**config.mk**
```make
export PLATFORM = sky130hd
export DESIGN_NAME = ccm_regs
export DESIGN_NICKNAME = d
export VERILOG_FILES = /design/src/rtl/ccm_pkg.sv /design/src/rtl/ccm_regs.sv
export SDC_FILE = /design/constraint.sdc
export NUM_CORES = 1
export LEC_CHECK = 0
export ABC_AREA = 1
export BUFFER_PORTS_ARGS = -buffer_cell sky130_fd_sc_hd__buf_4
export CAP_MARGIN = 10
export CORE_MARGIN = 2
export CORE_UTILIZATION = 32
export DETAILED_ROUTE_END_ITERATION = 7
export GPL_TIMING_DRIVEN = 0
export PLACE_DENSITY = 0.71
export REMOVE_ABC_BUFFERS = 1
export SYNTH_ARGS = -nofsm -noshare
export SYNTH_HDL_FRONTEND = slang
export SYNTH_SLANG_ARGS = --single-unit
```
**constraint.sdc**
```tcl
create_clock -name clk -period 0.8 [get_ports clk]
set_input_delay 0.04 -clock clk [delete_from_list [all_inputs] [get_ports clk]]
set_output_delay 0.04 -clock clk [all_outputs]
set_load 0.005 [all_outputs]
```
**src/rtl/ccm_pkg.sv**
```systemverilog
package ccm_pkg;

	localparam int APB_ADDR_W    = 4;
	localparam int NUM_POINTS_W  = 9;
	localparam int NUM_CLASSES_W = 4;
	localparam int CNT_CMP_W     = 13;

	localparam logic [1:0] REG_NUM_POINTS  = 2'd0;
	localparam logic [1:0] REG_NUM_CLASSES = 2'd1;
	localparam logic [1:0] REG_TRANSPOSE   = 2'd2;

	localparam logic CMD_LOAD = 1'b0;
	localparam logic CMD_READ = 1'b1;

	typedef struct packed {
		logic               cmd;
		logic signed [31:0] x_value;
		logic [15:0]        class_prob;
		logic [15:0]        sqrt_prob;
	} in_item_t;

	typedef struct packed {
		logic signed [31:0] y_value;
		logic               last;
		logic               saturated;
	} out_item_t;

	typedef struct packed {
		logic capture;
		logic sum_rd;
		logic ed_rd;
		logic prep;
		logic mul;
		logic mul_rd;
		logic rnd;
		logic ld_wr;
		logic rd_out;
		logic first;
		logic last;
	} ccm_cmd_t;

	typedef struct packed {
		logic out_free;
	} ccm_sts_t;

	typedef struct packed {
		logic signed [31:0] val;
		logic               hit;
	} sat32_t;

	function automatic sat32_t sat32(input logic signed [43:0] v);
		sat32_t r;
		r.hit = 1'b0;
		r.val = 32'(v);
		if (v > 44'sd2147483647) begin
			r.val = 32'sh7FFFFFFF;
			r.hit = 1'b1;
		end else if (v < -44'sd2147483648) begin
			r.val = 32'sh80000000;
			r.hit = 1'b1;
		end
		return r;
	endfunction

	function automatic logic signed [39:0] sat40(input logic signed [41:0] v);
		logic signed [39:0] r;
		r = 40'(v);
		if (v > 42'sd549755813887) begin
			r = 40'sh7FFFFFFFFF;
		end else if (v < -42'sd549755813888) begin
			r = 40'sh8000000000;
		end
		return r;
	endfunction

	function automatic logic signed [42:0] q15_round(input logic signed [57:0] v);
		logic signed [57:0] t;
		t = v + 58'sd16384;
		return 43'(t >>> 15);
	endfunction

endpackage

```
**src/rtl/ccm_regs.sv**
```systemverilog
module ccm_regs #(
	parameter int MAX_POINTS  = 256,
	parameter int MAX_CLASSES = 8
) (
	input  logic                                 clk,
	input  logic                                 arst_n,
	input  logic                                 psel,
	input  logic                                 penable,
	input  logic                                 pwrite,
	input  logic [ccm_pkg::APB_ADDR_W-1:0]       paddr,
	input  logic [31:0]                          pwdata,
	output logic [31:0]                          prdata,
	output logic                                 pready,
	output logic [ccm_pkg::NUM_POINTS_W-1:0]     num_points,
	output logic [ccm_pkg::NUM_CLASSES_W-1:0]    num_classes,
	output logic                                 transpose,
	output logic                                 cfg_wr
);

	localparam int NP_MAX = (1 << ccm_pkg::NUM_POINTS_W) - 1;
	localparam int NC_MAX = (1 << ccm_pkg::NUM_CLASSES_W) - 1;
	localparam int NP_LIM = (MAX_POINTS > NP_MAX) ? NP_MAX : MAX_POINTS;
	localparam int NC_LIM = (MAX_CLASSES > NC_MAX) ? NC_MAX : MAX_CLASSES;

	logic [1:0]                       idx;
	logic                             wr;
	logic [ccm_pkg::NUM_POINTS_W-1:0]  np_wr;
	logic [ccm_pkg::NUM_CLASSES_W-1:0] nc_wr;
	logic [ccm_pkg::NUM_POINTS_W-1:0]  num_points_q;
	logic [ccm_pkg::NUM_CLASSES_W-1:0] num_classes_q;
	logic                             transpose_q;

	assign idx    = paddr[3:2];
	assign wr     = psel && penable && pwrite;
	assign pready = 1'b1;

	always_comb begin
		np_wr = pwdata[ccm_pkg::NUM_POINTS_W-1:0];
		if (np_wr == '0) begin
			np_wr = ccm_pkg::NUM_POINTS_W'(1);
		end else if (np_wr > ccm_pkg::NUM_POINTS_W'(NP_LIM)) begin
			np_wr = ccm_pkg::NUM_POINTS_W'(NP_LIM);
		end
		nc_wr = pwdata[ccm_pkg::NUM_CLASSES_W-1:0];
		if (nc_wr == '0) begin
			nc_wr = ccm_pkg::NUM_CLASSES_W'(1);
		end else if (nc_wr > ccm_pkg::NUM_CLASSES_W'(NC_LIM)) begin
			nc_wr = ccm_pkg::NUM_CLASSES_W'(NC_LIM);
		end
	end

	always_comb begin
		cfg_wr = 1'b0;
		prdata = '0;
		case (idx)
			ccm_pkg::REG_NUM_POINTS: begin
				cfg_wr = wr;
				prdata = 32'(num_points_q);
			end
			ccm_pkg::REG_NUM_CLASSES: begin
				cfg_wr = wr;
				prdata = 32'(num_classes_q);
			end
			ccm_pkg::REG_TRANSPOSE: begin
				cfg_wr = wr;
				prdata = 32'(transpose_q);
			end
			default: begin
				cfg_wr = 1'b0;
				prdata = '0;
			end
		endcase
	end

	always_ff @(posedge clk or negedge arst_n) begin
		if (!arst_n) begin
			num_points_q  <= ccm_pkg::NUM_POINTS_W'(1);
			num_classes_q <= ccm_pkg::NUM_CLASSES_W'(1);
			transpose_q   <= 1'b0;
		end else if (wr) begin
			case (idx)
				ccm_pkg::REG_NUM_POINTS:  num_points_q  <= np_wr;
				ccm_pkg::REG_NUM_CLASSES: num_classes_q <= nc_wr;
				ccm_pkg::REG_TRANSPOSE:   transpose_q   <= pwdata[0];
				default: ;
			endcase
		end
	end

	assign num_points  = num_points_q;
	assign num_classes = num_classes_q;
	assign transpose   = transpose_q;

endmodule

```
After elaboration in Yosys (flattened, before gate mapping)

Index checks and enable logic that the tools add are counted.

Register bits after elaboration: 14
Output and inout port bits: 48
Word-level logic and storage cells: 22

Muxes and demuxes: 6
Eq/ne operators: 2
Reduce and logical (&&, ||, !) cells: 9
Magnitude comparators: 2

Operator list:

| operator             | number |
|---|---|
| $pmux W9 S3          | 1 |
| $mux W9              | 2 |
| $gt A9 B9 Y1 const B | 1 |
| $logic_not A9 Y1     | 1 |
| $mux W4              | 2 |
| $reduce_and A2 Y1    | 3 |
| $gt A4 B4 Y1 const B | 1 |
| $logic_not A4 Y1     | 1 |
| $reduce_or A3 Y1     | 1 |
| $eq A2 B1 Y1 const B | 1 |
| $eq A2 B2 Y1 const B | 1 |
| $logic_and A1 B1 Y1  | 2 |
| $logic_not A2 Y1     | 1 |
| $mux W1              | 1 |

Longest topological paths before layout

Gate-level depths: netlist of run 1.

Depth in word-level cells: 3
Depth in mapped cells: 7

Worst setup path after synthesis of run 1

OpenSTA, ideal clock, no wires.

Path type: in2reg
Start: input pwrite
End: register num_points_q, in the netlist num_points[4]
Path buffers: 0
Arrival time: 719 ps
Cell stages on the path: 6
Setup slack: -1 ps
Library setup time: 83 ps
Required time: 717 ps
Path through: nand3_1 > nor2_8 > inv_4 > nor2_4 > nand2_1 > o21ai_0

Cells in the longest elaborated chain, start to end: 2

RTL lines:

| what                        | line           | text |
|---|---|---|
| start, declared             | ccm_regs.sv:9  | `input logic pwrite,` |
| $logic_and A1 B1 Y1         | ccm_regs.sv:34 | `assign wr = psel && penable && pwrite;` |
| $reduce_and A2 Y1 (no line) | -              |  |
| end signal, assigned        | ccm_regs.sv:77 | `num_points_q <= ccm_pkg::NUM_POINTS_W'(1);` |
| end signal, assigned        | ccm_regs.sv:82 | `ccm_pkg::REG_NUM_POINTS: num_points_q <= np_wr;` |
| end, declared               | ccm_regs.sv:29 | `logic [ccm_pkg::NUM_POINTS_W-1:0] num_points_q;` |

Every way passes these cells.
A chain may end at the register's enable or synchronous reset.

Worst setup path after layout of run 1

Start: register num_points_q, in the netlist num_points[0]
End: output prdata[0]

Cells in the longest elaborated chain, start to end: 1

RTL lines:

| what          | line           | text |
|---|---|---|
| $pmux W9 S3   | ccm_regs.sv:55 | `case (idx)` |
| end, declared | ccm_regs.sv:12 | `output logic [31:0] prdata,` |

Every way passes these cells.

==> qor.log, run 1 <==
[worst_setup_path] cell chain of the critical path nand2_2 -> nand3_2 -> buf_6
[logic_synthesis] Syn Inst Count 125
[floorplan] die extent in y 58.01 um
[logic_synthesis] Post-synth top cells 26 x nand2_1, 24 x buf_4, 18 x inv_1, 12 x dfrtp_1, 12 x nor2_1
[timing] Min Clock Period, post-route 1.110 ns
[logic_synthesis] proportion of netlist area held by the largest area contributor 32.17%
[timing] accumulated negative setup slack -3.874 ns
[routing] first-iteration detailed-routing DRC count 8
[logic_synthesis] distinct cell type count of the synthesized netlist 15
[timing] hold violation total from the final report 0
[floorplan] width of the die 58.01 um
[min_path] Tightest Hold Check Type input pin to flip-flop
[logic_synthesis] most used standard cell by instance count after synthesis nand2_1
[place] Buffers on Ports 39
[timing] final hold slack 0.01883 ns
[logic_synthesis] Post-synth EDFFs 0
[floorplan] Initial Util 33.85%
[routing] total number of vias 924
[outcome] result of the run complete, but fails checks
[power] cell area power density 1728 nW/um2
[timing] Clock Skew 0 ns
[finish] Antenna diodes 0
[logic_synthesis] number of warnings reported in the yosys synthesis log 0
[timing] maximum clock frequency 901.0 MHz
[clock_network] Clock Sinks 14
[worst_setup_path] critical path startpoint num_points[0]
[floorplan] area of the core 2758 um2
[logic_synthesis] share of flip-flops with an asynchronous set or reset 100.0%
[global_route] pin count of the biggest net entering global routing 15
[min_path] HP Start pwdata[5]
[worst_setup_path] arrival time worst endpoint 1.07 ns
[logic_synthesis] sequential area share after synthesis 37.80%
[routing] drt pass-1 iters 4
[routing] final routed wirelength across all metal layers 2.389 mm
[global_route] GRT Overall Usage 14.19%
[logic_synthesis] cell taking the most area after synthesis dfrtp_1
[logic_synthesis] cell area after technology mapping 933.4 um2
[worst_setup_path] cell class contributing the biggest share of worst-path delay flip-flops
[logic_synthesis] post-synthesis sequential element count 14
[clock_network] post-CTS clock slew at the launch and capture registers of the worst setup and hold paths 0.09 ns
[clock_network] buffer cell driving the clock tree root clkbuf_4
[clock_network] CTS Buf Count 3
[routing] DR WL/cell 10.96 um
[clock_network] clk_lat worst skew 0.28 ns
[power] reported leakage power 0.8214 nW
[worst_setup_path] category of the worst setup path capture point output pin
[timing] setup violation total in the final timing report 26
[logic_synthesis] most instantiated flip-flop cell in the synthesis netlist dfrtp_1
[global_route] number of antenna violations at the first check in global routing 0
[worst_setup_path] CP bufs+invs 1
[clock_network] clock buffer depth 2
[finish] Area growth, synth to finish 61.80%
[worst_setup_path] CP Launch Type flip-flop
[global_route] remaining global-route overflow 0
[routing] detailed-route vias per instance 4.239
[worst_setup_path] critical register-to-register path startpoint num_points[3]
[logic_synthesis] top post-synthesis cells by area dfrtp_1 32%, buf_4 19%, nand2_1 10%, inv_1 7.2%, dfstp_2 5.6%
[worst_setup_path] biggest fanout along the worst timing path 2
[finish] final net count 229
[floorplan] total number of placement rows 19
[routing] # DRC 0
[clock_network] CTS tree done
[floorplan] I/O pin cnt 89
[outcome] violated checks setup timing
[worst_setup_path] Crit Path Class flip-flop to output pin
[power] maximum ir drop on the vdd rail 1004 uV
[job] max-cap violation count 0
[timing] setup repair after global routing missed its margin yes
[finish] final instance area 1510 um2
[timing] share of the cycle needed by the critical path after routing 138.7%
[finish] final std cells w/o fill 218
[place] final estimated routing congestion in global placement 0.7856
[worst_setup_path] delay of the slowest critical-path stage 0.55 ns
[worst_setup_path] crit path max-delay cell type dfstp_2
[place] number of cells in the design after placement 193
[global_route] number of global-route vias before repair 828
[global_route] wire length of the first global-routing pass 3.581 mm
[routing] count of antenna-violating nets left after detailed routing 0
[floorplan] die outline area 3365 um2
[timing] max-slew violation total from the final report 0
[timing] min setup slack post-route -0.3099 ns
[finish] fraction of layout cells with a size suffix above 1 45.45%
[clock_network] H-tree lvl count 1
[place] HPWL after DPL 1.615 mm
[place] Placed Area 1167 um2
[worst_setup_path] Critical Path RT 0.76 ns
[power] sum of internal, switching and leakage power 2.609 mW
[logic_synthesis] post-synthesis average cell area 7.467 um2
==> cells in the final DEF, fill, tap and decap left out <==
master and instances:
a21oi_2 1, o21ai_2 4, nand2_1 23, dfstp_2 2
inv_2 6, nor2_4 3, buf_6 25, conb_1 24
nand2_2 3, nor2_2 3, o21ai_0 6, dlygate4sd3_1 6
clkbuf_4 3, inv_1 12, o22ai_2 1, dfrtp_1 12
clkbuf_1 1, inv_4 2, nor2_1 9, nand3_1 4
nor2_8 1, o21ai_1 3, buf_4 29, nand3_2 2
a21oi_1 2
==> kinds of logic (layout without fill, tap and decap cells) <==
family	after synthesis	count (layout)	share of synthesized area, %
other	2	24	0.8046
AND/OR/NAND/NOR	48	48	24.26
AO/OA/AOI/OAI	17	17	9.249
buffers and inverters	44	84	27.88
flip-flops	14	14	37.80
==> worst paths after layout <==
kind	end	slack [ns]	cells past startpoint
max in group asynchronous	num_classes[0]	0.43	2
setup reg to reg	num_points[3]	-0.03	4
hold / removal	num_points[5]	0.02	3
hold reg to reg	num_classes[0]	0.50	2
min in group asynchronous	num_points[8]	0.13	2
setup / recovery	prdata[0]	-0.31	3
==> state kept, by name (all words and copies together) (netlist names) <==
name,cells
num_classes,4
num_points,9
transpose,1
==> where the power goes <==
| part | switching, mW | total, mW | internal, mW |
|---|---|---|---|
| clock network | 0.252 | 0.446 | 0.194 |
| registers | 0.122 | 0.986 | 0.864 |
| logic | 0.434 | 1.18 | 0.743 |
| total | 0.808 | 2.61 | 1.80 |
==> routing by layer <==
layer | vias up | routed length (um) | GRT usage, %
li1 | 457 | - | -
met1 | 428 | 927 | 16.11
met2 | 34 | 1295 | 25.00
met3 | 5 | 114 | 2.455
met4 | 0 | 51 | 7.973
met5 | - | 0 | 0
==> per-stage QoR <==
| step | setup WS, ns | util [%] |
|---|---|---|
| 3_3_place_gp | -0.2294 | 42.33 |
| 5_1_grt | -0.3501 | 54.76 |
| 4_1_cts | -0.3054 | 50.23 |
| 6_report | -0.3099 | 54.76 |
| 3_5_place_dp | -0.2304 | 42.33 |
| 2_1_floorplan | -0.001327 | - |
==> layout make-up <==
class,instances,area (um2)
clock buffer,4,26.28
timing repair buffer,60,559.3
inverter,20,80.08
multi-input combinational,89,452.9
sequential,14,352.8
tap,31,38.79
fill,255,1247
==> tightest hold or removal path: stages <==
cell and delay (ns):
buf_4 0.09, nand3_1 0.06, o21ai_0 0.08
==> what timing repair did <==
| action | CTS | global route |
|---|---|---|
| setup endpoints to repair | 23 | 29 |
| setup buffers | 9 | 7 |
| gates resized for setup | 20 | 30 |
| hold buffers | 6 | 0 |
| pin swaps | 12 | 2 |
| endpoints found under the hold margin | 21 | 0 |
Power figures use the tool's default switching activity.
==> run 2, diff against run 1 <==
clock period = 0.9 ns   (was 0.8 ns; I/O delays follow)
==> qor.log, run 2 (synthesis gave the netlist of run 1 again) <==
[floorplan] width of the die 58.01 um
[worst_setup_path] Crit Path Class flip-flop to output pin
[timing] Clock Skew 0 ns
[worst_setup_path] biggest fanout along the worst timing path 2
[power] cell area power density 1502 nW/um2
[clock_network] Clock Sinks 14
[finish] Core Util, Final 50.73%
[timing] final hold slack 0.001402 ns
[global_route] remaining global-route overflow 0
[global_route] GRT Overall Usage 14.05%
[floorplan] Initial Util 33.85%
[worst_setup_path] crit path max-delay cell type dfstp_2
[power] reported leakage power 0.7774 nW
[global_route] wire length of the first global-routing pass 3.525 mm
[clock_network] post-CTS clock slew at the launch and capture registers of the worst setup and hold paths 0.09 ns
[clock_network] buffer cell driving the clock tree root clkbuf_4
[timing] Min Clock Period, post-route 1.110 ns
[place] final estimated routing congestion in global placement 0.7856
[place] pre-CTS worst setup slack -0.1354 ns
[finish] Antenna diodes 0
[timing] accumulated negative setup slack -1.378 ns
[worst_setup_path] Critical Path RT 0.85 ns
[job] max-cap violation count 0
[outcome] result of the run complete, but fails checks
[outcome] violated checks setup timing
[routing] DR WL/cell 10.79 um
[routing] drt pass-1 iters 4
[routing] first-iteration detailed-routing DRC count 33
[finish] most frequent standard cell in the layout excluding fill and tap cells buf_4
[routing] # DRC 0
[routing] final routed wirelength across all metal layers 2.310 mm
[clock_network] clock buffer depth 2
[global_route] pin count of the biggest net entering global routing 15
[worst_setup_path] delay of the slowest critical-path stage 0.55 ns
[power] maximum ir drop on the vdd rail 743.6 uV
[finish] top library cells by usage in the layout, fill and taps aside 42 x buf_4, 24 x nand2_1, 24 x conb_1
[timing] setup repair after global routing missed its margin yes
[finish] final instance area 1399 um2
[floorplan] total number of placement rows 19
[finish] final net count 225
[worst_setup_path] CP Launch Type flip-flop
[finish] fraction of layout cells with a size suffix above 1 41.53%
[timing] max-slew violation total from the final report 0
[timing] setup violation total in the final timing report 13
[place] Placed Area 1167 um2
[clock_network] clk_lat worst skew 0.29 ns
[routing] detailed-route vias per instance 4.299
[global_route] number of global-route vias before repair 816
[timing] hold violation total from the final report 0
[finish] Area growth, synth to finish 49.87%
[global_route] number of antenna violations at the first check in global routing 0
[timing] maximum clock frequency 900.8 MHz
[clock_network] CTS tree done
[floorplan] I/O pin cnt 89
[floorplan] die outline area 3365 um2
[place] Buffers on Ports 39
[routing] total number of vias 920
[worst_setup_path] arrival time worst endpoint 1.07 ns
[finish] max FFs per register 9
[worst_setup_path] cell chain of the critical path nand2_2 -> nand3_2 -> buf_6
[min_path] Tightest Hold Check Type input pin to flip-flop
[floorplan] die extent in y 58.01 um
[place] HPWL after DPL 1.615 mm
[clock_network] CTS Buf Count 3
[clock_network] H-tree lvl count 1
[timing] share of the cycle needed by the critical path after routing 123.4%
[timing] min setup slack post-route -0.2102 ns
[floorplan] area of the core 2758 um2
[routing] count of antenna-violating nets left after detailed routing 0
[worst_setup_path] category of the worst setup path capture point output pin
-- run 2: changes by cell type in the layout (fill, tap and decap cells not counted) --
cell     previous run  this run
a21oi_1             2         3
a21oi_2             1         0
buf_4              29        42
buf_6              25         8
nand2_1            23        24
nand2_2             3         2
nand3_1             4         5
nand3_2             2         1
nor2_1              9        10
nor2_2              3         2
o21ai_0             6         7
o21ai_2             4         3
-- run 2: final cells by class --
class | count | area (um2)
well taps | 31 | 38.79
repair buffers | 56 | 465.4
clock buffers | 4 | 26.28
multi-input cells | 89 | 435.4
flip-flops and latches | 14 | 352.8
fillers | 274 | 1359
inverters | 20 | 80.08
-- run 2: final timing paths --
| kind | start | end | slack, ns | cells after the start |
|---|---|---|---|---|
| setup / recovery | num_points[0] | prdata[0] | -0.21 | 3 |
| setup reg to reg | num_points[3] | num_points[3] | 0.05 | 4 |
| max in group asynchronous | arst_n | num_classes[0] | 0.52 | 2 |
| min in group asynchronous | arst_n | num_points[8] | 0.15 | 2 |
| hold / removal | pwdata[2] | num_classes[2] | 0.001 | 3 |
| hold reg to reg | num_classes[0] | num_classes[0] | 0.50 | 2 |
-- run 2: metrics by stage --
stage,instances,power (mW)
2_1_floorplan,123,1.076
3_3_place_gp,193,1.447
3_5_place_dp,193,1.460
4_1_cts,212,1.991
5_1_grt,214,2.237
6_report,214,2.101
-- run 2: metal layers --
| metal | vias up | routed length [um] | global-route usage (%) |
|---|---|---|---|
| li1 | 448 | - | - |
| met1 | 426 | 870 | 15.69 |
| met2 | 41 | 1228 | 25.00 |
| met3 | 5 | 158 | 2.455 |
| met4 | 0 | 52 | 7.973 |
| met5 | - | 0 | 0 |
-- run 2: repair_timing --
item | in CTS | in global routing
hold buffers | 6 | 0
pin swaps | 9 | 1
gates cloned | 0 | 0
buffers inserted | 9 | 2
hold endpoints to repair | 20 | 0
endpoints found under the setup margin | 11 | 16
gates resized for setup | 5 | 21
-- run 2: worst max-delay path, delay by kind of cell (launching register included) --
kind	cells	cell delay (ns)
flip-flops	1	0.55
AND/OR/NAND/NOR	2	0.14
buffers and inverters	1	0.09
-- run 2: where the power goes --
group	switching (mW)	total, mW	internal [mW]
clock	0.222	0.394	0.173
combinational	0.344	0.846	0.502
sequential	0.0931	0.861	0.768
