**src/rtl/ccm_pkg.sv**
```systemverilog
package ccm_pkg;

	localparam int APB_ADDR_W    = 4;
	localparam int NUM_POINTS_W  = 9;
	localparam int NUM_CLASSES_W = 4;
	localparam int CNT_CMP_W     = 13;

	localparam logic [1:0] REG_NUM_POINTS  = 2'd0;
	localparam logic [1:0] REG_NUM_CLASSES = 2'd1;
	localparam logic [1:0] REG_TRANSPOSE   = 2'd2;

	localparam logic CMD_LOAD = 1'b0;
	localparam logic CMD_READ = 1'b1;

	typedef struct packed {
		logic               cmd;
		logic signed [31:0] x_value;
		logic [15:0]        class_prob;
		logic [15:0]        sqrt_prob;
	} in_item_t;

	typedef struct packed {
		logic signed [31:0] y_value;
		logic               last;
		logic               saturated;
	} out_item_t;

	typedef struct packed {
		logic capture;
		logic sum_rd;
		logic ed_rd;
		logic prep;
		logic mul;
		logic mul_rd;
		logic rnd;
		logic ld_wr;
		logic rd_out;
		logic first;
		logic last;
	} ccm_cmd_t;

	typedef struct packed {
		logic out_free;
	} ccm_sts_t;

	typedef struct packed {
		logic signed [31:0] val;
		logic               hit;
	} sat32_t;

	function automatic sat32_t sat32(input logic signed [43:0] v);
		sat32_t r;
		r.hit = 1'b0;
		r.val = 32'(v);
		if (v > 44'sd2147483647) begin
			r.val = 32'sh7FFFFFFF;
			r.hit = 1'b1;
		end else if (v < -44'sd2147483648) begin
			r.val = 32'sh80000000;
			r.hit = 1'b1;
		end
		return r;
	endfunction

	function automatic logic signed [39:0] sat40(input logic signed [41:0] v);
		logic signed [39:0] r;
		r = 40'(v);
		if (v > 42'sd549755813887) begin
			r = 40'sh7FFFFFFFFF;
		end else if (v < -42'sd549755813888) begin
			r = 40'sh8000000000;
		end
		return r;
	endfunction

	function automatic logic signed [42:0] q15_round(input logic signed [57:0] v);
		logic signed [57:0] t;
		t = v + 58'sd16384;
		return 43'(t >>> 15);
	endfunction

endpackage

```
**src/rtl/ccm_ctrl.sv**
```systemverilog
module ccm_ctrl #(
	parameter int MAX_POINTS  = 256,
	parameter int MAX_CLASSES = 8,
	localparam int DEPTH = MAX_POINTS * MAX_CLASSES,
	localparam int AW    = (DEPTH > 1) ? $clog2(DEPTH) : 1,
	localparam int PW    = (MAX_POINTS > 1) ? $clog2(MAX_POINTS) : 1,
	localparam int CW    = (MAX_CLASSES > 1) ? $clog2(MAX_CLASSES) : 1
) (
	input  logic                              clk,
	input  logic                              arst_n,
	input  logic                              in_valid,
	input  logic                              in_cmd,
	output logic                              in_ready,
	input  logic                              cfg_wr,
	input  logic [ccm_pkg::NUM_POINTS_W-1:0]  num_points,
	input  logic [ccm_pkg::NUM_CLASSES_W-1:0] num_classes,
	input  ccm_pkg::ccm_sts_t                 sts,
	output ccm_pkg::ccm_cmd_t                 cmd,
	output logic [AW-1:0]                     addr,
	output logic [PW-1:0]                     pt
);

	localparam int CMPW = ccm_pkg::CNT_CMP_W;

	typedef enum logic [3:0] {
		S_IDLE,
		S_LD_MUL,
		S_LD_RND,
		S_LD_ACC,
		S_RD_MEM,
		S_RD_PREP,
		S_RD_MUL,
		S_RD_RND,
		S_RD_OUT
	} state_t;

	state_t        state_q;
	logic [AW-1:0] ld_idx_q;
	logic [PW-1:0] ld_pt_q;
	logic [CW-1:0] ld_cls_q;
	logic [AW-1:0] rd_idx_q;
	logic [PW-1:0] rd_pt_q;
	logic [CW-1:0] rd_cls_q;
	logic          loaded_q;
	logic [AW-1:0] op_addr_q;
	logic [PW-1:0] op_pt_q;
	logic          op_first_q;
	logic          op_last_q;
	logic          accept;
	logic          ld_pt_end;
	logic          ld_last;
	logic          rd_pt_end;
	logic          rd_last;

	assign in_ready = (state_q == S_IDLE);
	assign accept   = in_valid && in_ready;

	assign ld_pt_end = (CMPW'(ld_pt_q) + CMPW'(1) == CMPW'(num_points));
	assign ld_last   = ld_pt_end && (CMPW'(ld_cls_q) + CMPW'(1) == CMPW'(num_classes));
	assign rd_pt_end = (CMPW'(rd_pt_q) + CMPW'(1) == CMPW'(num_points));
	assign rd_last   = rd_pt_end && (CMPW'(rd_cls_q) + CMPW'(1) == CMPW'(num_classes));

	always_comb begin
		cmd         = '0;
		cmd.capture = accept;
		cmd.first   = op_first_q;
		cmd.last    = op_last_q;
		case (state_q)
			S_LD_MUL: begin
				cmd.sum_rd = 1'b1;
				cmd.mul    = 1'b1;
			end
			S_LD_RND:  cmd.rnd = 1'b1;
			S_LD_ACC:  cmd.ld_wr = 1'b1;
			S_RD_MEM: begin
				cmd.sum_rd = 1'b1;
				cmd.ed_rd  = 1'b1;
			end
			S_RD_PREP: cmd.prep = 1'b1;
			S_RD_MUL: begin
				cmd.mul    = 1'b1;
				cmd.mul_rd = 1'b1;
			end
			S_RD_RND:  cmd.rnd = 1'b1;
			S_RD_OUT:  cmd.rd_out = sts.out_free;
			default: ;
		endcase
	end

	assign addr = op_addr_q;
	assign pt   = op_pt_q;

	always_ff @(posedge clk or negedge arst_n) begin
		if (!arst_n) begin
			state_q    <= S_IDLE;
			ld_idx_q   <= '0;
			ld_pt_q    <= '0;
			ld_cls_q   <= '0;
			rd_idx_q   <= '0;
			rd_pt_q    <= '0;
			rd_cls_q   <= '0;
			loaded_q   <= 1'b0;
			op_addr_q  <= '0;
			op_pt_q    <= '0;
			op_first_q <= 1'b0;
			op_last_q  <= 1'b0;
		end else begin
			case (state_q)
				S_IDLE: begin
					if (accept && in_cmd == ccm_pkg::CMD_LOAD) begin
						op_addr_q  <= ld_idx_q;
						op_pt_q    <= ld_pt_q;
						op_first_q <= (ld_cls_q == '0);
						op_last_q  <= ld_last;
						if (ld_idx_q == '0) begin
							rd_idx_q <= '0;
							rd_pt_q  <= '0;
							rd_cls_q <= '0;
							loaded_q <= 1'b0;
						end
						if (ld_last) begin
							ld_idx_q <= '0;
							ld_pt_q  <= '0;
							ld_cls_q <= '0;
							loaded_q <= 1'b1;
						end else begin
							ld_idx_q <= ld_idx_q + AW'(1);
							if (ld_pt_end) begin
								ld_pt_q  <= '0;
								ld_cls_q <= ld_cls_q + CW'(1);
							end else begin
								ld_pt_q <= ld_pt_q + PW'(1);
							end
						end
						state_q <= S_LD_MUL;
					end else if (accept && loaded_q) begin
						op_addr_q  <= rd_idx_q;
						op_pt_q    <= rd_pt_q;
						op_first_q <= 1'b0;
						op_last_q  <= rd_last;
						if (rd_last) begin
							rd_idx_q <= '0;
							rd_pt_q  <= '0;
							rd_cls_q <= '0;
						end else begin
							rd_idx_q <= rd_idx_q + AW'(1);
							if (rd_pt_end) begin
								rd_pt_q  <= '0;
								rd_cls_q <= rd_cls_q + CW'(1);
							end else begin
								rd_pt_q <= rd_pt_q + PW'(1);
							end
						end
						state_q <= S_RD_MEM;
					end
				end
				S_LD_MUL:  state_q <= S_LD_RND;
				S_LD_RND:  state_q <= S_LD_ACC;
				S_LD_ACC:  state_q <= S_IDLE;
				S_RD_MEM:  state_q <= S_RD_PREP;
				S_RD_PREP: state_q <= S_RD_MUL;
				S_RD_MUL:  state_q <= S_RD_RND;
				S_RD_RND:  state_q <= S_RD_OUT;
				S_RD_OUT: begin
					if (sts.out_free) begin
						state_q <= S_IDLE;
					end
				end
				default: state_q <= S_IDLE;
			endcase
			if (cfg_wr) begin
				ld_idx_q <= '0;
				ld_pt_q  <= '0;
				ld_cls_q <= '0;
				rd_idx_q <= '0;
				rd_pt_q  <= '0;
				rd_cls_q <= '0;
				loaded_q <= 1'b0;
			end
		end
	end

	a_rd_idle_until_loaded: assert property (@(posedge clk) disable iff (!arst_n)
		!loaded_q |-> rd_idx_q == '0)
		else $error("read index moved without a complete vector");

	a_loaded_from_load: assert property (@(posedge clk) disable iff (!arst_n)
		$rose(loaded_q) |-> $past(accept && in_cmd == ccm_pkg::CMD_LOAD))
		else $error("vector marked loaded without a load item");

	a_first_block_idx: assert property (@(posedge clk) disable iff (!arst_n)
		ld_cls_q == '0 |-> ld_idx_q == AW'(ld_pt_q))
		else $error("load index and point counter disagree in first class block");

	a_pt_in_range: assert property (@(posedge clk) disable iff (!arst_n)
		CMPW'(ld_pt_q) < CMPW'(num_points) && CMPW'(rd_pt_q) < CMPW'(num_points))
		else $error("point counter beyond num_points");

endmodule

```
**config.mk**
```make
export PLATFORM = sky130hd
export DESIGN_NAME = ccm_ctrl
export DESIGN_NICKNAME = d
export VERILOG_FILES = /design/src/rtl/ccm_pkg.sv /design/src/rtl/ccm_ctrl.sv
export SDC_FILE = /design/constraint.sdc
export NUM_CORES = 1
export LEC_CHECK = 0
export CAP_MARGIN = 30
export CORE_MARGIN = 2
export CORE_UTILIZATION = 42
export DETAILED_ROUTE_END_ITERATION = 7
export DONT_BUFFER_PORTS = 1
export GPL_ROUTABILITY_DRIVEN = 1
export GPL_TIMING_DRIVEN = 0
export PLACE_DENSITY_LB_ADDON = 0.15
export SYNTH_ARGS = -nofsm -noshare
export SYNTH_HDL_FRONTEND = slang
export SYNTH_SLANG_ARGS = --single-unit
export TNS_END_PERCENT = 5
```
**constraint.sdc**
```tcl
create_clock -name clk -period 2.6 [get_ports clk]
set_clock_uncertainty 0.05 [all_clocks]
set_input_delay 0.26 -clock clk [delete_from_list [all_inputs] [get_ports clk]]
set_output_delay 0.26 -clock clk [all_outputs]
set_load 0.03 [all_outputs]
```
* Word level (Yosys, flattened, before mapping)
Cells that the tools add are included.
** Word-level totals
- Flip-flop bits (word level) :: 70
- Latch bits :: 0
- RAM bits :: 0
- ROM bits :: 0
- Input bits :: 19
- Output and inout bits :: 31
- Memories :: 0
** Operators by class
- Add/sub/neg operators :: 10
- Multiply operators :: 0
- Div/mod/pow operators :: 0
- $lt $le $gt $ge :: 0
- Equal/unequal tests :: 15
- Shifts and indexed selects :: 0
- Mux-type cells :: 59
- Bitwise operators :: 1
- Reductions and logical operators :: 25
** Operators with widths (count)
- two-way mux 11 bit :: 12
- two-way mux 8 bit :: 14
- two-way mux 3 bit :: 12
- one-hot mux 4 bit (8 select lines) :: 1
- adder 11 x 1 -> 11 bit (second input constant) :: 2
- adder 8 x 1 -> 9 bit (second input constant) :: 2
- equality test 9 bit :: 2
- two-way mux 1 bit :: 17
- adder 8 x 1 -> 8 bit (second input constant) :: 2
- equality test 4 x 3 -> 1 bit (second input constant) :: 4
- two-way mux 4 bit :: 3
- zero test 11 bit :: 1
- AND reduction 3 bit :: 3
- nonzero test 3 bit :: 3
- adder 3 x 1 -> 4 bit (second input constant) :: 2
- equality test 4 x 2 -> 1 bit (second input constant) :: 2
- equality test 4 bit :: 2
- adder 3 x 1 -> 3 bit (second input constant) :: 2
- AND reduction 2 bit :: 3
- nonzero test 2 bit :: 3
- OR reduction 2 bit :: 3
- logical AND 1 bit :: 5
- equality test 4 x 1 -> 1 bit (second input constant) :: 1
- equality test 4 bit (second input constant) :: 1
- 8 further kinds :: 8

* Depth between registers and ports, before layout
Gate-level depths: netlist (run 1).
- Word-level depth :: 8
- Depth in mapped cells :: 10
- Depth with buffers taken out :: 8

* Least setup slack after synthesis (run 1)
No wires, ideal clock.
- Path kind :: register to register
- Start point :: register state_q[0]
- End point :: register rd_cls_q[1]
- Library setup time :: 121 ps
- Arrival time :: 2508 ps
- Required time :: 2429 ps
- Slack :: -79 ps
- Cell stages (with the launch flop) :: 10
- Cells stage by stage :: dfrtp_1 buf_2 nor4_4 nand3b_2 mux2i_4 nor2_2 clkbuf_1 inv_1 and3_1 a22o_1
** Between the ends
- Longest elaborated chain between the ends :: 6
- Elaborated cells between the ends (all ways) :: 12
- Those cells by class :: eq/ne (1); mux (3); reduce/logical (8)
** Ends and longest elaborated chain
- start, declared :: RTL line ccm_ctrl.sv:37 : state_t state_q;
- start signal, assigned :: RTL line ccm_ctrl.sv:95 : state_q <= S_IDLE;
- start signal, assigned :: RTL line ccm_ctrl.sv:135 : state_q <= S_LD_MUL;
- start signal, assigned :: RTL line ccm_ctrl.sv:154 : state_q <= S_RD_MEM;
- zero test 4 bit * :: RTL line ccm_ctrl.sv:55 : assign in_ready = (state_q == S_IDLE);
- via in_ready :: RTL line ccm_ctrl.sv:13 : output logic in_ready,
- logical AND 1 bit :: RTL line ccm_ctrl.sv:56 : assign accept = in_valid && in_ready;
- logical AND 1 bit :: RTL line ccm_ctrl.sv:110 : if (accept && in_cmd == ccm_pkg::CMD_LOAD) begin
- two-way mux 3 bit :: RTL line ccm_ctrl.sv:110
- two-way mux 3 bit :: RTL line ccm_ctrl.sv:108 : case (state_q)
- two-way mux 3 bit :: RTL line ccm_ctrl.sv:171 : if (cfg_wr) begin
- end signal, assigned :: RTL line ccm_ctrl.sv:149 : rd_cls_q <= rd_cls_q + CW'(1);
- end, declared :: RTL line ccm_ctrl.sv:43 : logic [CW-1:0] rd_cls_q;
The timed path passes the listed nets; every way through them passes the cells marked *. The select of a mux whose other input is x is not followed.
A chain may end at the register's enable or synchronous reset.

* Worst setup path in the final report (run 1)
- Start point :: register state_q[3]
- End point :: register rd_idx_q[2]
** Between the ends
- Longest elaborated chain between the ends :: 6
- Elaborated cells between the ends (all ways) :: 11
- Those cells by class :: eq/ne (1); mux (3); reduce/logical (7)
** Ends and longest elaborated chain
- zero test 4 bit * :: RTL line ccm_ctrl.sv:55
- via in_ready :: RTL line ccm_ctrl.sv:13
- logical AND 1 bit :: RTL line ccm_ctrl.sv:56
- logical AND 1 bit :: RTL line ccm_ctrl.sv:110
- two-way mux 11 bit :: RTL line ccm_ctrl.sv:110
- two-way mux 11 bit :: RTL line ccm_ctrl.sv:108
- two-way mux 11 bit :: RTL line ccm_ctrl.sv:171
- end signal, assigned :: RTL line ccm_ctrl.sv:146 : rd_idx_q <= rd_idx_q + AW'(1);
- end, declared :: RTL line ccm_ctrl.sv:41 : logic [AW-1:0] rd_idx_q;
Marks and branches as above.

==> reports/metrics.csv, run 1 <==
stage,metric,value,unit
global_route,grt.overflow.total,0,
place,post-place-ws,-0.485,ns
die,die_width,108,um
cts,cts_buffers,9,
timing,finalCriticalPeriod,2.68,ns
finish,final_nets,589,
yosys,yosys_register_bits,70,
critical_path,end_kind,flip-flop,
timing,whs,0.0752,ns
global_route,use_met2,37.0,%
yosys,synth_top_flop_cell,dfrtp_1,
detailed_routing,drt_first_pass_iters,7,
die,rows,38,
yosys,syn-mean-instance-area,8.70,um2
detailed_routing,ant_nets,0,
timing,hold_viol_final,0,
critical_path,crit_required,2.85,ns
critical_path,arrival,2.93,ns
yosys,synth_cell_types,68,
place,place_inst,666,
timing,rsz0062_at_grt,yes,
cts,clock_path_buffers,2,
status,violations,negative setup slack,
timing,setup_viol,7,
cts,cts-root-buf,clkbuf_8,
timing,min_period_over_period,103,%
global_route,met3_usage,4.76,%
critical_path,crit_type,flip-flop to flip-flop,
job,drv_cap,0,
detailed_routing,via_count,4148,
detailed_routing,first_iter_violations,286,
finish,drive_above_1_share,21.3,%
detailed_routing,avgViaCountPerCell,5.87,
min_path,hold_class,input port to flip-flop,
global_route,grt_max_degree,71,
yosys,synth_nets,552,
place,io_buffers,0,
critical_path,start_kind,flip-flop,
critical_path,critPathMaxFanout,10,
cts,htreeDepth,3,
timing,setup_slack,-0.0840,ns
timing,drv_slew,0,
global_route,antenna_found_initial,0,
cts,cts.sinks,70,
global_route,grt.busiest_layer,met2,
global_route,grt_pass1_vias,3911,
place,gp_congestion,0.882,
yosys,yosys-top-cells-area,"dfrtp_1, a21oi_1, nand2_1, nor2_1, xnor2_1",
yosys,synth-seq-area-share,38.3,%
finish,final_cells,707,
finish,area_growth,17.7,%
detailed_routing,drc,0,
timing,setup_tns,-0.152,ns
detailed_routing,totalWireLength,13000,um
finish,antenna_cells,0,
global_route,use_met1,30.6,%
timing,slew_headroom,40.1,%
power,p_leak,0.00233,uW
global_route,grt_first_pass_wirelength,20700,um
die,dieArea,11700,um2
yosys,syn-cell-area,4570,um2
place,hpwlAfterDp,8960,um
yosys,synthArstFlopShare,100,%
finish,post-route-util,50.1,%
cts,cts_tree,yes,
timing,tightest_slew,0.892,ns
cts,clk_latency,0.36,ns
die,chipHeight,108,um
global_route,track_usage,22.9,%
yosys,yosys_warnings,0,
die,ios,50,
detailed_routing,wire_per_inst,18.4,um
cts,path_clk_slew,0.07,ns
die,coreArea,10700,um2
yosys,synth_edf_count,0,
yosys,synth_top_cell_area_share,38.3,%
status,run_status,"complete, but fails checks",
timing,fmax,0.373,GHz
yosys,synth_top_area_cell,dfrtp_1,
die,start_util,42.5,%
yosys,syn_inst,525,
power,vdd_drop_max,505,uV
power,power_density,676,nW/um2
[logic make-up (layout without fill, tap and decap cells)]
| logic type | Yosys count | after routing | synth area share (%) |
|---|---|---|---|
| and+or+nand+nor | 225 | 225 | 26.8 |
| adders and majority gates | 8 | 8 | 2.19 |
| DFF | 70 | 70 | 38.3 |
| xor gates and xnor gates | 33 | 33 | 6.33 |
| muxes | 10 | 10 | 2.49 |
| buffers and inverters | 54 | 96 | 6.16 |
| AOI/OAI and AO/OA | 125 | 125 | 17.7 |
[final cells by class]
cell class	count	area, um2
Inverter	15	61.3
Multi-Input combinational cell	401	2700
Tap cell	140	175
Fill cell	1050	5370
Sequential cell	70	1760
Clock buffer	12	145
Timing Repair Buffer	27	223
Buffer	38	294
Clock inverter	4	22.5
[where the power goes]
part	switching, uW	internal [uW]	leakage, uW
Combinational	592	417	0.00133
Clock	420	368	0.0000861
Sequential	530	1310	0.000918
[final timing paths]
path / startpoint / end / slack [ns] / cells after the start
setup / recovery: state_q[3] / rd_idx_q[2] / -0.08 / 9
hold / removal: num_classes[3] / loaded_q / 0.08 / 3
setup reg to reg: state_q[3] / rd_idx_q[2] / -0.08 / 9
hold reg to reg: op_first_q / op_first_q / 0.46 / 2
max in group asynchronous: arst_n / state_q[0] / 1.73 / 2
min in group asynchronous: arst_n / rd_pt_q[4] / 0.39 / 2
[Yosys cell counts (14+ instances only)]
cell / number
clkbuf_1: 15
nor3_1: 19
xor2_1: 14
nand3_1: 33
xnor2_1: 19
dfrtp_1: 70
inv_1: 14
o21ai_0: 18
nor2_1: 46
nand2_1: 51
a21oi_1: 42
[registers in the layout (all words and copies together) (netlist names), 3 cells and up]
signal,flops
addr,11
ld_cls_q,3
ld_idx_q,11
ld_pt_q,8
pt,8
rd_cls_q,3
rd_idx_q,11
rd_pt_q,8
state_q,4
[metrics by stage]
step	total power, uW	area [um2]
global placement	2700	4740
detailed placement	2720	4750
CTS	3620	5150
floorplan	2500	4570
finish	3640	5380
global route	3830	5380
[metal layers]
| layer | wire, um | part of all wire (%) |
|---|---|---|
| met5 | 0 | 0 |
| met4 | 226 | 1.7 |
| met3 | 830 | 6.4 |
| met2 | 6180 | 48 |
| met1 | 5740 | 44 |
[cells in the final DEF (no fill, tap or decap), types with 4 or more instances in the layout]
cell and n:
xnor2_1 19, or3_1 7, a211oi_1 4, nand4b_1 4, buf_2 10, clkbuf_1 7
inv_1 13, and3_1 6, dfrtp_1 65, or4_1 7, o21ai_0 18, clkbuf_2 5
nand2b_1 6, buf_4 28, clkbuf_8 10, a31oi_1 11, buf_6 12, nand3_1 31
a21oi_2 5, nor3_1 17, mux2i_1 8, nand2_1 50, nand4_1 4, dfrtp_2 5
a21oi_1 38, and2_1 5, ha_1 7, nor2_1 45, xor2_1 14, a21o_1 12
o22ai_1 6, nor4_1 7
[worst max-delay path, stage by stage, from the launching register on]
cell	delay, ns
dfrtp_1	0.38
buf_6	0.14
nor4_4	0.69
nand3_1	0.19
buf_6	0.16
mux2i_4	0.19
nor2_4	0.09
or4b_4	0.52
a21oi_2	0.13
a21o_1	0.09
[repair_timing]
item                                    4_1_cts  5_1_grt
pin swaps                                    22       15
endpoints found under the setup margin       67       58
setup buffers                                12       11
resized for setup                            28       51
gates cloned                                  0        0
endpoints found under the hold margin        71        0
hold buffers                                  3        0
Power figures use the tool's default switching activity.
==> run 2, diff against run 1 <==
RECOVER_POWER = 100   (was default)
==> run 2 against run 1 <==
The flow finishes with violations (max-capacitance violations, max-slew violations, negative setup slack); combinational power is essentially flat; clock-buffer cell count unchanged; setup slack got worse by 0.0048 ns; largest cell class unchanged; largest power group unchanged.
==> reports/metrics.csv, run 2 (synthesis results as in run 1) <==
stage,metric,value,unit,change
status,run_status,"complete, but fails checks",,unchanged
status,violations,"max-capacitance violations, max-slew violations, negative setup slack",,was negative setup slack
timing,tightest_slew,1.84,ns,was 0.892 ns
global_route,grt_first_pass_wirelength,20700,um,unchanged
power,p_leak,0.00231,uW,was 0.00233 uW
finish,layout_commonest_cell,dfrtp_1,,unchanged
power,power_density,675,nW/um2,was 676 nW/um2
die,start_util,42.5,%,unchanged
global_route,grt_max_degree,71,,unchanged
timing,setup_slack,-0.0889,ns,was -0.0840 ns
finish,final_area,5340,um2,was 5380 um2
critical_path,start_kind,flip-flop,,unchanged
timing,setup_tns,-0.182,ns,was -0.152 ns
cts,htreeDepth,3,,unchanged
timing,rsz0062_at_grt,yes,,unchanged
detailed_routing,totalWireLength,12900,um,"was 13,000 um"
cts,path_clk_slew,0.07,ns,about the same
detailed_routing,drc,0,,unchanged
min_path,whs_path_depth,3,,unchanged
critical_path,crit_required,2.85,ns,about the same
detailed_routing,first_iter_violations,252,,was 286
finish,drive_above_1_share,20.6,%,was 21.3%
cts,cts_tree,yes,,unchanged
critical_path,critPathMaxFanout,10,,unchanged
cts,cts_buffers,9,,unchanged
finish,post-route-util,49.7,%,was 50.1%
cts,clk_latency,0.36,ns,about the same
finish,area_growth,16.9,%,was 17.7%
timing,finalCriticalPeriod,2.69,ns,was 2.68 ns
timing,fmax,0.372,GHz,was 0.373 GHz
detailed_routing,wire_per_inst,18.3,um,was 18.4 um
finish,fill_cells,1055,,"was 1,050"
detailed_routing,drt_first_pass_iters,5,,was 7
timing,setup_viol,8,,was 7
critical_path,arrival,2.94,ns,was 2.93 ns
place,hpwlAfterDp,8960,um,unchanged
place,postPlaceCellArea,4750,um2,unchanged
die,dieArea,11700,um2,unchanged
critical_path,r2r_cells,9,,unchanged
job,drv_cap,1,,was 0
die,chipHeight,108,um,unchanged
global_route,grt.overflow.total,0,,unchanged
cts,cts-root-buf,clkbuf_8,,unchanged
place,gp_congestion,0.882,,unchanged
finish,multi_input_area,2700,um2,unchanged
die,ios,50,,unchanged
timing,hold_viol_final,0,,unchanged
finish,layout_common_cells,"dfrtp_1, nand2_1, nor2_1, a21oi_1, nand3_1",,unchanged
die,coreArea,10700,um2,unchanged
finish,final_nets,589,,unchanged
cts,cts.sinks,70,,unchanged
global_route,grt_pass1_vias,3911,,unchanged
critical_path,crit_type,flip-flop to flip-flop,,unchanged
die,rows,38,,unchanged
detailed_routing,via_count,4154,,"was 4,148"
detailed_routing,ant_nets,0,,unchanged
place,io_buffers,0,,unchanged
global_route,antenna_found_initial,0,,unchanged
finish,seqCellArea,1760,um2,unchanged
critical_path,end_kind,flip-flop,,unchanged
power,vdd_drop_max,505,uV,about the same
cts,clock_path_buffers,2,,unchanged
global_route,track_usage,22.9,%,unchanged
detailed_routing,avgViaCountPerCell,5.88,,was 5.87
finish,antenna_cells,0,,unchanged
timing,drv_slew,71,,was 0
die,die_width,108,um,unchanged
timing,slew_headroom,-22.4,%,was 40.1%
timing,min_period_over_period,103,%,about the same
min_path,hold_class,input port to flip-flop,,unchanged
[run 2: per-stage QoR]
step                      hold slack, ns  power, uW  cells  worst slack (ns)
after global routing              0.0905       3800    707            -0.170
after CTS                         0.0707       3620    696           -0.0656
after detailed placement         -0.0836       2720    666            -0.485
final                             0.0758       3600    707           -0.0889
after floorplan                  -0.0856       2500    525            0.0271
after global placement           -0.0838       2700    665            -0.502
[run 2: power breakdown]
group          switching (uW)  internal [uW]
Sequential                530           1310
Combinational             592            386
Clock                     419            368
[run 2: area by class of cell]
type,instances,area share [%]
Sequential cell,70,32.9
Buffer,38,5.36
Multi-Input combinational cell,401,50.6
Clock inverter,4,0.422
Tap cell,140,3.28
Clock buffer,12,2.72
Timing Repair Buffer,27,3.61
Inverter,15,1.15
[run 2: timing repair]
item	4_1_cts	5_1_grt
hold buffers	3	0
setup buffers	12	11
pin swaps	22	15
endpoints found under the setup margin	67	58
resized for setup	28	51
endpoints found under the hold margin	71	0
gates cloned	0	0
[run 2: worst paths after layout]
check                                from           to  slack [ns]
setup / recovery               state_q[3]  rd_idx_q[2]       -0.09
hold / removal             num_classes[3]     loaded_q        0.08
setup reg to reg               state_q[3]  rd_idx_q[2]       -0.09
hold reg to reg                op_first_q   op_first_q        0.46
max in group asynchronous          arst_n   state_q[0]        0.36
min in group asynchronous          arst_n   rd_pt_q[4]        0.86
[run 2: worst max-delay path, stage by stage (launching register included)]
cell	delay, ns
dfrtp_1	0.38
buf_6	0.14
nor4_4	0.69
nand3_1	0.19
buf_6	0.16
mux2i_4	0.19
nor2_4	0.09
or4b_4	0.52
a21oi_2	0.13
a21o_1	0.09
[run 2: routing by layer]
metal | global-route usage [%] | share of wire (%)
met5 | 0 | 0
met4 | 7.69 | 1.7
met3 | 4.76 | 6.3
met2 | 37.0 | 48
met1 | 30.6 | 44
==> run 3, diff against run 2 <==
ABC_AREA = 1   (was default)
CTS_CLUSTER_SIZE = 40   (was default)
==> run 3 against run 2 <==
The run ends with max-capacitance violations, max-slew violations left; combinational power shrank 11%; critical path type is now flip-flop to output pin; maximum frequency increased by 13%; highest routed layer unchanged; critical path depth shrank 6; cell area down 13%; area after synthesis decreased by 4.8%; largest power group unchanged; via count fell by 9.6%; first-iteration DRC count shrank 12%; synthesized cell count increased by 10%.
==> reports/metrics.csv, run 3 <==
stage,metric,value,unit,change
timing,setup_tns,0,ns,was -0.182 ns
power,power_switching,1310,uW,was 1540 uW
detailed_routing,drc,0,,unchanged
global_route,grt_max_degree,71,,unchanged
yosys,yosys_warnings,0,,unchanged
job,drv_cap,1,,unchanged
finish,area_growth,7.22,%,was 16.9%
timing,finalCriticalPeriod,2.37,ns,was 2.69 ns
finish,final_area,4660,um2,was 5340 um2
critical_path,crit_type,flip-flop to output pin,,was flip-flop to flip-flop
yosys,synth_top_cell_area_share,40.3,%,was 38.3%
global_route,track_usage,20.6,%,was 22.9%
place,place_inst,716,,was 666
finish,layout_common_cells,"nand2_1, inv_1, dfrtp_1, nand3_1, nor2_1",,"was dfrtp_1, nand2_1, nor2_1, a21oi_1, nand3_1"
status,run_status,"complete, but fails checks",,unchanged
finish,drive_above_1_share,8.72,%,was 20.6%
yosys,synth_top_area_cell,dfrtp_1,,unchanged
power,p_seq_share,46.8,%,was 51.0%
cts,cts_tree,yes,,unchanged
detailed_routing,ant_nets,0,,unchanged
yosys,synth_cell_types,41,,was 68
power,p_leak,0.00215,uW,was 0.00231 uW
power,swShare,40.6,%,was 42.7%
yosys,synthArstFlopShare,100,%,unchanged
finish,final_nets,621,,was 589
power,vdd_drop_max,295,uV,was 505 uV
detailed_routing,avgViaCountPerCell,5.13,,was 5.88
global_route,grt.overflow.total,0,,unchanged
place,gp_congestion,0.895,,was 0.882
timing,min_period_over_period,91.3,%,was 103%
yosys,syn-mean-instance-area,7.50,um2,was 8.70 um2
detailed_routing,via_count,3754,,"was 4,154"
die,coreArea,10200,um2,"was 10,700 um2"
place,hpwlAfterDp,8170,um,was 8960 um
critical_path,arrival,2.06,ns,was 2.94 ns
detailed_routing,totalWireLength,10800,um,"was 12,900 um"
timing,fmax,0.421,GHz,was 0.372 GHz
place,postPlaceCellArea,4520,um2,was 4750 um2
yosys,yosys_register_bits,70,,unchanged
detailed_routing,wire_per_inst,14.8,um,was 18.3 um
finish,antenna_cells,0,,unchanged
timing,rsz0062_at_grt,no,,was yes
critical_path,start_kind,flip-flop,,unchanged
global_route,antenna_found_initial,0,,unchanged
die,chipHeight,106,um,was 108 um
critical_path,crit_required,2.29,ns,was 2.85 ns
cts,ctsHoldBuffers,3,,unchanged
power,pwr-share-comb,26.9,%,was 27.1%
cts,cts_buffers,9,,unchanged
yosys,yosysMostFrequentCell,nand2_1,,was dfrtp_1
cts,cts-root-buf,clkbuf_8,,unchanged
status,violations,"max-capacitance violations, max-slew violations",,"was max-capacitance violations, max-slew violations, negative setup slack"
power,p_int,1920,uW,was 2060 uW
critical_path,end_kind,output pin,,was flip-flop
die,dieArea,11200,um2,"was 11,700 um2"
cts,post_cts_resized,0,,was 28
finish,layout_commonest_cell,nand2_1,,was dfrtp_1
finish,final_cells,732,,was 707
yosys,syn_inst,580,,was 525
timing,slew_headroom,-18.4,%,was -22.4%
yosys,synthTopCellsByCount,"nand2_1, inv_1, dfrtp_1",,"was dfrtp_1, nand2_1, nor2_1"
timing,drv_slew,71,,unchanged
power,power_density,694,nW/um2,was 675 nW/um2
yosys,synth_edf_count,0,,unchanged
min_path,hold_class,input port to flip-flop,,unchanged
yosys,synth-seq-area-share,40.3,%,was 38.3%
die,die_width,106,um,was 108 um
global_route,grt_first_pass_wirelength,18100,um,"was 20,700 um"
timing,hold_viol_final,0,,unchanged
yosys,yosys-top-cells-area,"dfrtp_1, nand2_1, nand3_1, inv_1, nor2_1",,"was dfrtp_1, a21oi_1, nand2_1, nor2_1, xnor2_1"
cts,path_clk_slew,0.07,ns,about the same
die,rows,37,,was 38
detailed_routing,first_iter_violations,223,,was 252
yosys,synth_top_flop_cell,dfrtp_1,,unchanged
cts,clock_path_buffers,2,,unchanged
yosys,synth_nets,607,,was 552
cts,htreeDepth,3,,unchanged
detailed_routing,drt_first_pass_iters,4,,was 5
cts,clk_latency,0.35,ns,was 0.36 ns
timing,setup_viol,0,,was 8
critical_path,critPathMaxFanout,5,,was 10
cts,cts.sinks,70,,unchanged
timing,tightest_slew,1.78,ns,was 1.84 ns
yosys,syn-cell-area,4350,um2,was 4570 um2
power,p_clk_share,26.3,%,was 21.8%
place,io_buffers,0,,unchanged
cts,cts_setup_buffers,0,,was 12
die,start_util,42.7,%,was 42.5%
die,ios,50,,unchanged
global_route,grt_pass1_vias,3584,,"was 3,911"
==> run 3: power groups by stage <==
stage               sequential [uW]  combinational (uW)  clock [uW]
finish                         1510                 871         849
global route                   1540                 972         921
CTS                            1530                 915         874
detailed placement             1550                 881           0
global placement               1540                 858           0
floorplan                      1500                 735           0
==> run 3: worst paths after layout <==
check	cells past startpoint	slack, ns	end	start
min reg2reg	2	0.49	rd_cls_q[1]	rd_cls_q[1]
max	3	0.23	cmd[9]	state_q[1]
min in group asynchronous	2	0.86	rd_cls_q[1]	arst_n
min	3	0.09	state_q[3]	sts
max in group asynchronous	2	0.54	ld_idx_q[3]	arst_n
max reg2reg	9	0.23	ld_cls_q[0]	state_q[1]
==> run 3: worst max-delay path, cell delays in order, from the launching register on <==
cell and delay, ns:
dfrtp_1 0.42, nor2_1 0.41, inv_1 0.11, o21ai_0 0.77
==> run 3: cell families (layout without fill, tap and decap cells) <==
logic type,count (synthesis),after routing,share of synthesized area (%)
compound gates,64,64,9.50
simple gates,323,323,34.9
flops,70,70,40.3
buf+inv,94,110,8.81
xor+xnor,21,21,4.23
fa+ha+maj,8,8,2.30
==> run 3: metrics by stage <==
stage	total power, uW	hold slack [ns]	worst slack [ns]	utilization [%]
after floorplan	2240	-0.0856	0.698	-
after global placement	2400	-0.0831	0.433	44.4
after detailed placement	2430	-0.0830	0.394	44.4
after CTS	3320	0.0737	0.272	46.6
after global routing	3430	0.102	0.0559	45.8
final	3230	0.0891	0.225	45.8
==> run 3: routing by layer <==
layer	GRT usage, %	vias to the layer above	share of wire [%]
li1	-	1901	-
met3	4.58	9	5.2
met1	29.8	1767	50
met5	0	-	0
met2	30.4	77	44
met4	6.86	0	0.81
==> run 3: cell type report <==
cell class,instances,area [um2]
buffer,14,57.6
clock buffer,11,141
clock inverter,2,35.0
fill,1084,5520
inverter,80,308
multi-input combinational,416,2170
sequential,70,1750
tap,136,170
timing repair buffer,3,25.0
